[src/hdl/b64sc_pkg.sv]
// shared types, constants and character mapping functions for the base64 stream codec
package b64sc_pkg;

  localparam logic [7:0] PAD_CHAR     = 8'd61;
  localparam int         MAX_RESULTS  = 4;
  localparam int         CNT_W        = $clog2(MAX_RESULTS + 1);
  localparam logic       DIR_ENCODE   = 1'b0;
  localparam logic       DIR_DECODE   = 1'b1;
  localparam logic       DIRECTION_RST = DIR_ENCODE;

  // one result word
  typedef struct packed {
    logic [7:0] data;
    logic       valid;
    logic       last;
  } res_t;

  // results of one finished group, slot 0 goes out first
  typedef struct packed {
    logic [CNT_W-1:0]            count;
    res_t [MAX_RESULTS-1:0]      slot;
  } grp_t;

  // sextet to alphabet character
  function automatic logic [7:0] b64_char(input logic [5:0] v);
    logic [7:0] c;
    begin
      if (v < 6'd26) begin
        c = 8'd65 + {2'b00, v};
      end else if (v < 6'd52) begin
        c = 8'd71 + {2'b00, v};
      end else if (v < 6'd62) begin
        c = {2'b00, v} - 8'd4;
      end else if (v == 6'd62) begin
        c = 8'd43;
      end else begin
        c = 8'd47;
      end
      return c;
    end
  endfunction

  // character to sextet, anything outside the alphabet gives zero
  function automatic logic [5:0] b64_sextet(input logic [7:0] c);
    logic [7:0] t;
    begin
      t = 8'd0;
      if (c >= 8'd65 && c <= 8'd90) begin
        t = c - 8'd65;
      end else if (c >= 8'd97 && c <= 8'd122) begin
        t = c - 8'd71;
      end else if (c >= 8'd48 && c <= 8'd57) begin
        t = c + 8'd4;
      end else if (c == 8'd43) begin
        t = 8'd62;
      end else if (c == 8'd47) begin
        t = 8'd63;
      end
      return t[5:0];
    end
  endfunction

endpackage

[src/hdl/base64_stream_codec.sv]
// top level of the base64 stream codec
//
// in_* takes one word per handshake: a message byte when encoding or a
// base64 character when decoding, with in_tlast on the final word of a
// message. out_* gives characters (encode) or bytes (decode); out_tuser
// clear with out_tlast set is an empty end marker for a message whose
// last word produced no byte. cfg_we/cfg_wdata write the direction
// (0 encode, 1 decode) and clear any partly gathered group.
// A word is held in the input register; a group with results that it
// finishes is loaded into the result buffer once it is free, and its
// first result is on out_* the next cycle. The buffer drains one word
// per cycle unless out_tready stalls: encode gives four characters per
// three bytes, so its input waits on the buffer; decode takes one word
// per cycle. Words that only add to a group are taken while the buffer
// drains. Reset clears the direction to encode, the group and the buffer.
// A stall on out_tready holds the buffer; once the input register holds
// a word that finishes a group, in_tready stays low until the buffer frees.
module base64_stream_codec (
  input  logic       clk,
  input  logic       rst_n,
  input  logic       cfg_we,
  input  logic       cfg_wdata,     // direction
  input  logic       in_tvalid,
  output logic       in_tready,
  input  logic [7:0] in_tdata,      // [7:0] in_byte
  input  logic       in_tlast,
  output logic       out_tvalid,
  input  logic       out_tready,
  output logic [7:0] out_tdata,     // [7:0] out_byte
  output logic       out_tuser,     // [0] data_valid
  output logic       out_tlast
);
  import b64sc_pkg::*;

  logic grp_valid;
  logic grp_ready;
  grp_t grp;

  b64sc_group u_group (
    .clk       (clk),
    .rst_n     (rst_n),
    .cfg_we    (cfg_we),
    .cfg_wdata (cfg_wdata),
    .in_tvalid (in_tvalid),
    .in_tready (in_tready),
    .in_tdata  (in_tdata),
    .in_tlast  (in_tlast),
    .grp_valid (grp_valid),
    .grp_ready (grp_ready),
    .grp       (grp)
  );

  b64sc_emit u_emit (
    .clk        (clk),
    .rst_n      (rst_n),
    .grp_valid  (grp_valid),
    .grp_ready  (grp_ready),
    .grp        (grp),
    .out_tvalid (out_tvalid),
    .out_tready (out_tready),
    .out_tdata  (out_tdata),
    .out_tuser  (out_tuser),
    .out_tlast  (out_tlast)
  );

endmodule

[src/hdl/b64sc_group.sv]
// input register and group assembly, turns one word into a finished group of results
module b64sc_group (
  input  logic                clk,
  input  logic                rst_n,
  input  logic                cfg_we,
  input  logic                cfg_wdata,
  input  logic                in_tvalid,
  output logic                in_tready,
  input  logic [7:0]          in_tdata,
  input  logic                in_tlast,
  output logic                grp_valid,
  input  logic                grp_ready,
  output b64sc_pkg::grp_t     grp
);
  import b64sc_pkg::*;

  logic        direction_r;
  logic        hold_valid_r;
  logic [7:0]  hold_byte_r;
  logic        hold_last_r;
  logic [23:0] group_bits_r, group_bits_nxt;
  logic [1:0]  group_fill_r, group_fill_nxt;
  logic [1:0]  pad_count_r,  pad_count_nxt;

  logic [23:0] bits_upd;
  logic [1:0]  pad_upd;
  logic [2:0]  n;
  logic [2:0]  nb_raw;
  logic [2:0]  nb;
  logic [5:0]  sx;
  logic        complete;
  logic        need;
  logic        fire;
  grp_t        grp_c;

  always_comb begin
    n        = {1'b0, group_fill_r} + 3'd1;
    bits_upd = group_bits_r;
    pad_upd  = pad_count_r;
    sx       = b64_sextet(hold_byte_r);
    nb_raw   = 3'd0;
    nb       = 3'd0;
    complete = 1'b0;
    grp_c    = '0;
    if (direction_r == DIR_ENCODE) begin
      case (group_fill_r)
        2'd0:    bits_upd = group_bits_r | {hold_byte_r, 16'd0};
        2'd1:    bits_upd = group_bits_r | {8'd0, hold_byte_r, 8'd0};
        2'd2:    bits_upd = group_bits_r | {16'd0, hold_byte_r};
        default: bits_upd = group_bits_r;
      endcase
      complete    = (n == 3'd3) || hold_last_r;
      grp_c.count = CNT_W'(4);
      for (int k = 0; k < 4; k++) begin
        // characters past the data become padding
        if (3'(k) < n + 3'd1) begin
          grp_c.slot[k].data = b64_char(bits_upd[23 - 6*k -: 6]);
        end else begin
          grp_c.slot[k].data = PAD_CHAR;
        end
        grp_c.slot[k].valid = 1'b1;
        grp_c.slot[k].last  = hold_last_r && (k == 3);
      end
    end else begin
      if (hold_byte_r == PAD_CHAR) begin
        if (pad_count_r != 2'd3) begin
          pad_upd = pad_count_r + 2'd1;
        end
      end else begin
        case (group_fill_r)
          2'd0:    bits_upd = group_bits_r | {sx, 18'd0};
          2'd1:    bits_upd = group_bits_r | {6'd0, sx, 12'd0};
          2'd2:    bits_upd = group_bits_r | {12'd0, sx, 6'd0};
          2'd3:    bits_upd = group_bits_r | {18'd0, sx};
          default: bits_upd = group_bits_r;
        endcase
      end
      complete = (n == 3'd4) || hold_last_r;
      nb_raw   = (n == 3'd4) ? 3'd3 : n - 3'd1;
      nb       = (nb_raw > {1'b0, pad_upd}) ? nb_raw - {1'b0, pad_upd} : 3'd0;
      for (int k = 0; k < 3; k++) begin
        grp_c.slot[k].data  = bits_upd[23 - 8*k -: 8];
        grp_c.slot[k].valid = 1'b1;
        grp_c.slot[k].last  = hold_last_r && (3'(k + 1) == nb);
      end
      grp_c.count = CNT_W'(nb);
      // empty end marker
      if (nb == 3'd0 && hold_last_r) begin
        grp_c.slot[0] = '{data: 8'd0, valid: 1'b0, last: 1'b1};
        grp_c.count   = CNT_W'(1);
      end
    end
  end

  assign need      = complete && (grp_c.count != '0);
  assign fire      = hold_valid_r && (!need || grp_ready);
  assign grp_valid = hold_valid_r && need;
  assign grp       = grp_c;
  assign in_tready = !hold_valid_r || fire;

  always_comb begin
    group_bits_nxt = group_bits_r;
    group_fill_nxt = group_fill_r;
    pad_count_nxt  = pad_count_r;
    if (cfg_we) begin
      group_bits_nxt = '0;
      group_fill_nxt = '0;
      pad_count_nxt  = '0;
    end else if (fire) begin
      if (complete) begin
        group_bits_nxt = '0;
        group_fill_nxt = '0;
        pad_count_nxt  = '0;
      end else begin
        group_bits_nxt = bits_upd;
        group_fill_nxt = n[1:0];
        pad_count_nxt  = pad_upd;
      end
    end
  end

  always_ff @(posedge clk) begin
    if (!rst_n) begin
      direction_r  <= DIRECTION_RST;
      hold_valid_r <= 1'b0;
      group_bits_r <= '0;
      group_fill_r <= '0;
      pad_count_r  <= '0;
    end else begin
      if (cfg_we) begin
        direction_r <= cfg_wdata;
      end
      if (in_tvalid && in_tready) begin
        hold_valid_r <= 1'b1;
      end else if (fire) begin
        hold_valid_r <= 1'b0;
      end
      group_bits_r <= group_bits_nxt;
      group_fill_r <= group_fill_nxt;
      pad_count_r  <= pad_count_nxt;
    end
  end

  always_ff @(posedge clk) begin
    if (in_tvalid && in_tready) begin
      hold_byte_r <= in_tdata;
      hold_last_r <= in_tlast;
    end
  end

endmodule

[src/hdl/b64sc_emit.sv]
// result buffer that drains a finished group one word per cycle unless stalled
module b64sc_emit (
  input  logic             clk,
  input  logic             rst_n,
  input  logic             grp_valid,
  output logic             grp_ready,
  input  b64sc_pkg::grp_t  grp,
  output logic             out_tvalid,
  input  logic             out_tready,
  output logic [7:0]       out_tdata,
  output logic             out_tuser,
  output logic             out_tlast
);
  import b64sc_pkg::*;

  res_t [MAX_RESULTS-1:0] slot_r, slot_nxt;
  logic [CNT_W-1:0]       cnt_r, cnt_nxt;
  logic                   pop;
  logic                   load;

  assign pop       = out_tvalid && out_tready;
  // free now, or the last buffered word leaves this cycle
  assign grp_ready = (cnt_r == '0) || (cnt_r == CNT_W'(1) && pop);
  assign load      = grp_valid && grp_ready;

  always_comb begin
    slot_nxt = slot_r;
    cnt_nxt  = cnt_r;
    if (load) begin
      slot_nxt = grp.slot;
      cnt_nxt  = grp.count;
    end else if (pop) begin
      for (int k = 0; k < MAX_RESULTS - 1; k++) begin
        slot_nxt[k] = slot_r[k + 1];
      end
      cnt_nxt = cnt_r - CNT_W'(1);
    end
  end

  always_ff @(posedge clk) begin
    if (!rst_n) begin
      cnt_r <= '0;
    end else begin
      cnt_r <= cnt_nxt;
    end
  end

  always_ff @(posedge clk) begin
    slot_r <= slot_nxt;
  end

  assign out_tvalid = (cnt_r != '0);
  assign out_tdata  = slot_r[0].data;
  assign out_tuser  = slot_r[0].valid;
  assign out_tlast  = slot_r[0].last;

  a_cnt_range: assert property (@(posedge clk) disable iff (!rst_n)
    cnt_r <= CNT_W'(MAX_RESULTS))
    else $error("result count out of range");

  a_load_free: assert property (@(posedge clk) disable iff (!rst_n)
    load |-> (cnt_r == '0 || (cnt_r == CNT_W'(1) && pop)))
    else $error("group loaded over pending results");

  a_last_final: assert property (@(posedge clk) disable iff (!rst_n)
    (out_tvalid && slot_r[0].last) |-> cnt_r == CNT_W'(1))
    else $error("last word is not the final buffered word");

  a_marker_last: assert property (@(posedge clk) disable iff (!rst_n)
    (out_tvalid && !slot_r[0].valid) |-> slot_r[0].last)
    else $error("empty marker without last");

  a_drain: assert property (@(posedge clk) disable iff (!rst_n)
    (pop && !load) |=> cnt_r == $past(cnt_r) - CNT_W'(1))
    else $error("buffer count did not drop after a pop");

endmodule

[config.mk]
export PLATFORM = sky130hd
export DESIGN_NAME = base64_stream_codec
export DESIGN_NICKNAME = d
export VERILOG_FILES = /design/src/hdl/b64sc_pkg.sv /design/src/hdl/base64_stream_codec.sv /design/src/hdl/b64sc_group.sv /design/src/hdl/b64sc_emit.sv
export SDC_FILE = /design/constraint.sdc
export NUM_CORES = 1
export LEC_CHECK = 0
export BUFFER_PORTS_ARGS = -buffer_cell sky130_fd_sc_hd__clkbuf_2
export CORE_ASPECT_RATIO = 1.25
export CORE_MARGIN = 2
export CORE_UTILIZATION = 60
export CTS_BUF_LIST = sky130_fd_sc_hd__clkbuf_4
export CTS_CLUSTER_DIAMETER = 200
export DETAILED_ROUTE_END_ITERATION = 10
export PLACE_DENSITY = 0.77
export RECOVER_POWER = 50
export SLEW_MARGIN = 20
export SYNTH_ARGS = -nofsm -noshare
export SYNTH_HDL_FRONTEND = slang
export SYNTH_SLANG_ARGS = --single-unit
[constraint.sdc]
create_clock -name clk -period 8.9 [get_ports clk]
set_input_delay 0.445 -clock clk [delete_from_list [all_inputs] [get_ports clk]]
set_output_delay 0.445 -clock clk [all_outputs]
set_load 0.005 [all_outputs]
==> impl_metrics.yaml <==
detailed_routing:
  route.detailed.drc: 0
  routed_wl_mm: 20.92
  wl_per_cell_microns: 21.98
  dr.pass1.iters: 8
  vias: 6780
  antenna_left: 0
  routed_via_density: 7.122
  first_iter_violations: 756
setup_path:
  slowest_delay_ns: 1.40
  path_max_fanout: 43
  startpoint: "u_group.direction_r"
  crit_required_ns: 9.11
  rr_startpoint: "u_group.direction_r"
  crit_slowest_cell: "clkbuf_1"
  reg2reg_depth: 10
  arrival_ns: 6.07
  rrSetupSlack_ns: 3.04
  path_cells: "clkbuf_1, inv_1, clkbuf_1, a211oi_1, nor3_1, o211ai_2, clkbuf_1, inv_2, mux2i_1, a31oi_1"
  crit_top_cell: "clkbuf_1"
  critPathLaunchType: "register"
  cp-end-kind: "register"
  worstSetupPathType: "reg2reg"
  reg2reg_to: "u_emit.slot_r[14]"
  endpoint: "u_emit.slot_r[14]"
sta:
  setup_violations: 0
  slew_headroom_pct: -29.03
  finalClockSkew_ns: 0.02085
  drv_slew: 81
  rsz0062_at_grt: "false"
  hold_viol_final: 0
  fin_crit_ns: 5.862
  tns_ns: 0
  worst-slew-pin-transition_ns: 1.935
  max_freq_mhz: 170.6
  finalCritPeriodShare_pct: 65.87
synth:
  ys_types: 87
  synth_warnings: 0
  synthFlopType: "edfxtp_1"
  async_flop_share_pct: 0
  synthCells: 825
  avgSynthCellArea_sq_um: 8.372
  synth_area_sq_mm: 0.006907
  yosysSeqAreaShare_pct: 30.87
  synth_edf_count: 49
  synth-seq-cells: 82
  syn-num-nets: 886
clock_tree:
  max-clock-path-buffers: 2
  cts.sinks: 82
  cts_tree: "built"
  path_clk_slew_ns: 0.14
  clock-root-buffer: "clkbuf_4"
  clk_latency_ns: 0.49
  cts-hold-fix-buffers: 0
  cts_resized: 0
  numCtsBuffers: 9
  post_cts_buffers: 0
  cts_htree_levels: 3
placed_design:
  port_buffers: 26
  gp_congestion: 1.033
  dp_hpwl_mm: 15.17
run:
  maxCapViolations: 2
die:
  ios: 27
  coreArea_sq_mm: 0.01114
  die_area_sq_mm: 0.01239
  die_h_microns: 124.0
  fp-row-count: 43
  die_w_microns: 99.96
  start_util_pct: 62.02
grt:
  grt_pass1_wl_mm: 32.98
  antenna_found_initial: 1
  grt_max_degree: 44
  track_usage_pct: 34.36
  first_global_vias: 6234
  overflow: 0
final_layout:
  area_growth_pct: 2.536
  multiInputGateArea_sq_mm: 0.004307
  drive_above_1_share_pct: 8.456
  fill_cells: 990
  ff_latch_area_sq_mm: 0.002132
  nets: 872
worst_hold_path:
  hold_class: "in2reg"
pwr:
  p_leak_nw: 2.716
  total_power_mw: 1.150
  p_per_area_mw_per_mm2: 162.4
  vdd_drop_max_v: 0.0001162
status:
  status: "finished with violations"
  violations: "max-capacitance violations, max-slew violations"
critical path: cells and delay by family (launching register included):
kind	cells	cell delay, ns
DFF	1	0.33
AOI/OAI and AO/OA	3	0.62
buffers and inverters	5	4.16
and+or+nand+nor	1	0.11
muxes	1	0.34
how the worst min path moves through the flow:
stage | from | endpoint | slack (ns) | cells after the start
finish | in_tdata[0] | u_group.hold_byte_r[0] | 0.14 | 1
floorplan | u_group.group_bits_r[0] | u_group.group_bits_r[0] | 0.45 | 1
global route | in_tdata[4] | u_group.hold_byte_r[4] | 0.13 | 1
CTS | in_tdata[4] | u_group.hold_byte_r[4] | 0.14 | 1
global placement | u_emit.slot_r[31] | u_emit.slot_r[21] | 0.48 | 1
detailed placement | u_emit.slot_r[31] | u_emit.slot_r[21] | 0.49 | 1
sequential cells by signal, indices dropped and copies added, names as in the netlist:
name / flops
u_emit.out_tlast: 1
u_emit.out_tdata: 8
u_group.pad_count_r: 2
u_group.hold_byte_r: 8
u_emit.cnt_r: 3
u_emit.out_tuser: 1
u_emit.slot_r: 30
u_group.group_fill_r: 2
u_group.hold_valid_r: 1
u_group.direction_r: 1
u_group.hold_last_r: 1
u_group.group_bits_r: 24
power by group:
group / leakage [nW] / switching (mW) / internal [mW]
Clock: 0.0776 / 0.142 / 0.0918
Sequential: 0.724 / 0.0352 / 0.498
Combinational: 1.91 / 0.250 / 0.133
Total: 2.72 / 0.427 / 0.723
synthesized netlist by cell type, types with 12 or more instances:
master / instances / share of area, %
xnor2_1: 14 / 1.8
nand3_1: 15 / 1.1
nor2b_1: 12 / 1.1
a211oi_1: 13 / 1.4
a21oi_1: 57 / 4.1
edfxtp_1: 49 / 21
dfxtp_1: 33 / 9.6
o21ai_0: 62 / 4.5
nand2_1: 80 / 4.3
ha_1: 46 / 8.3
nor3_1: 14 / 1.0
clkbuf_1: 17 / 0.92
buf_2: 24 / 1.7
nor2_1: 54 / 2.9
and2_1: 12 / 1.1
o31ai_1: 14 / 1.5
a31oi_1: 26 / 2.4
inv_1: 45 / 2.4
metrics by stage:
step                util [%]  hold WS [ns]  instance area, sq um  cells  setup slack, ns
floorplan                  -        0.4547                  6907    825            4.912
global placement       62.62        0.4821                  6974    935            4.609
detailed placement     62.62        0.4898                  6974    935            4.370
CTS                    63.86        0.1394                  7112    951            4.344
global route           63.57        0.1339                  7079    951            2.551
finish                 63.59        0.1424                  7082    952            3.038
cell usage in the layout, fill, tap and decap left out, drive strengths merged, types with 10 or more instances in the layout:
cell type   n
a221oi     11
and2       13
o31ai      14
ha         46
a31oi      26
a22o       11
a21oi      61
xnor2      15
nand2b     10
clkbuf     42
o21ai      65
nand2      80
nor2b      12
nand3      15
o211ai     10
a211oi     13
dfxtp      33
nor3       18
nor2       54
inv        49
edfxtp     49
area by class of cell:
cell class                 instances  area share, %
clock inverter                     5         0.7774
multi-input combinational        638          60.81
clock buffer                      11          1.166
timing repair buffer              33          2.226
tap                              135          2.385
sequential                        82          30.11
antenna                            1        0.03534
inverter                          47          2.491
logic make-up (layout without fill, tap and decap cells):
group	count (synthesis)	after routing	synth area share, %
compound gates	319	319	32.45
mux	9	9	1.322
flops	82	82	30.87
fa+ha+maj	47	47	8.478
simple gates	246	246	17.74
buf+inv	105	96	6.884
other cells	0	1	0
xor+xnor	17	17	2.265
per-layer routing:
layer,global-route usage (%),routed length [microns]
met3,6.846,2004
met2,55.79,9672
met5,0,0
met4,18.07,1112
met1,43.41,8134
Note: power is estimated with default switching activity, not from simulation.
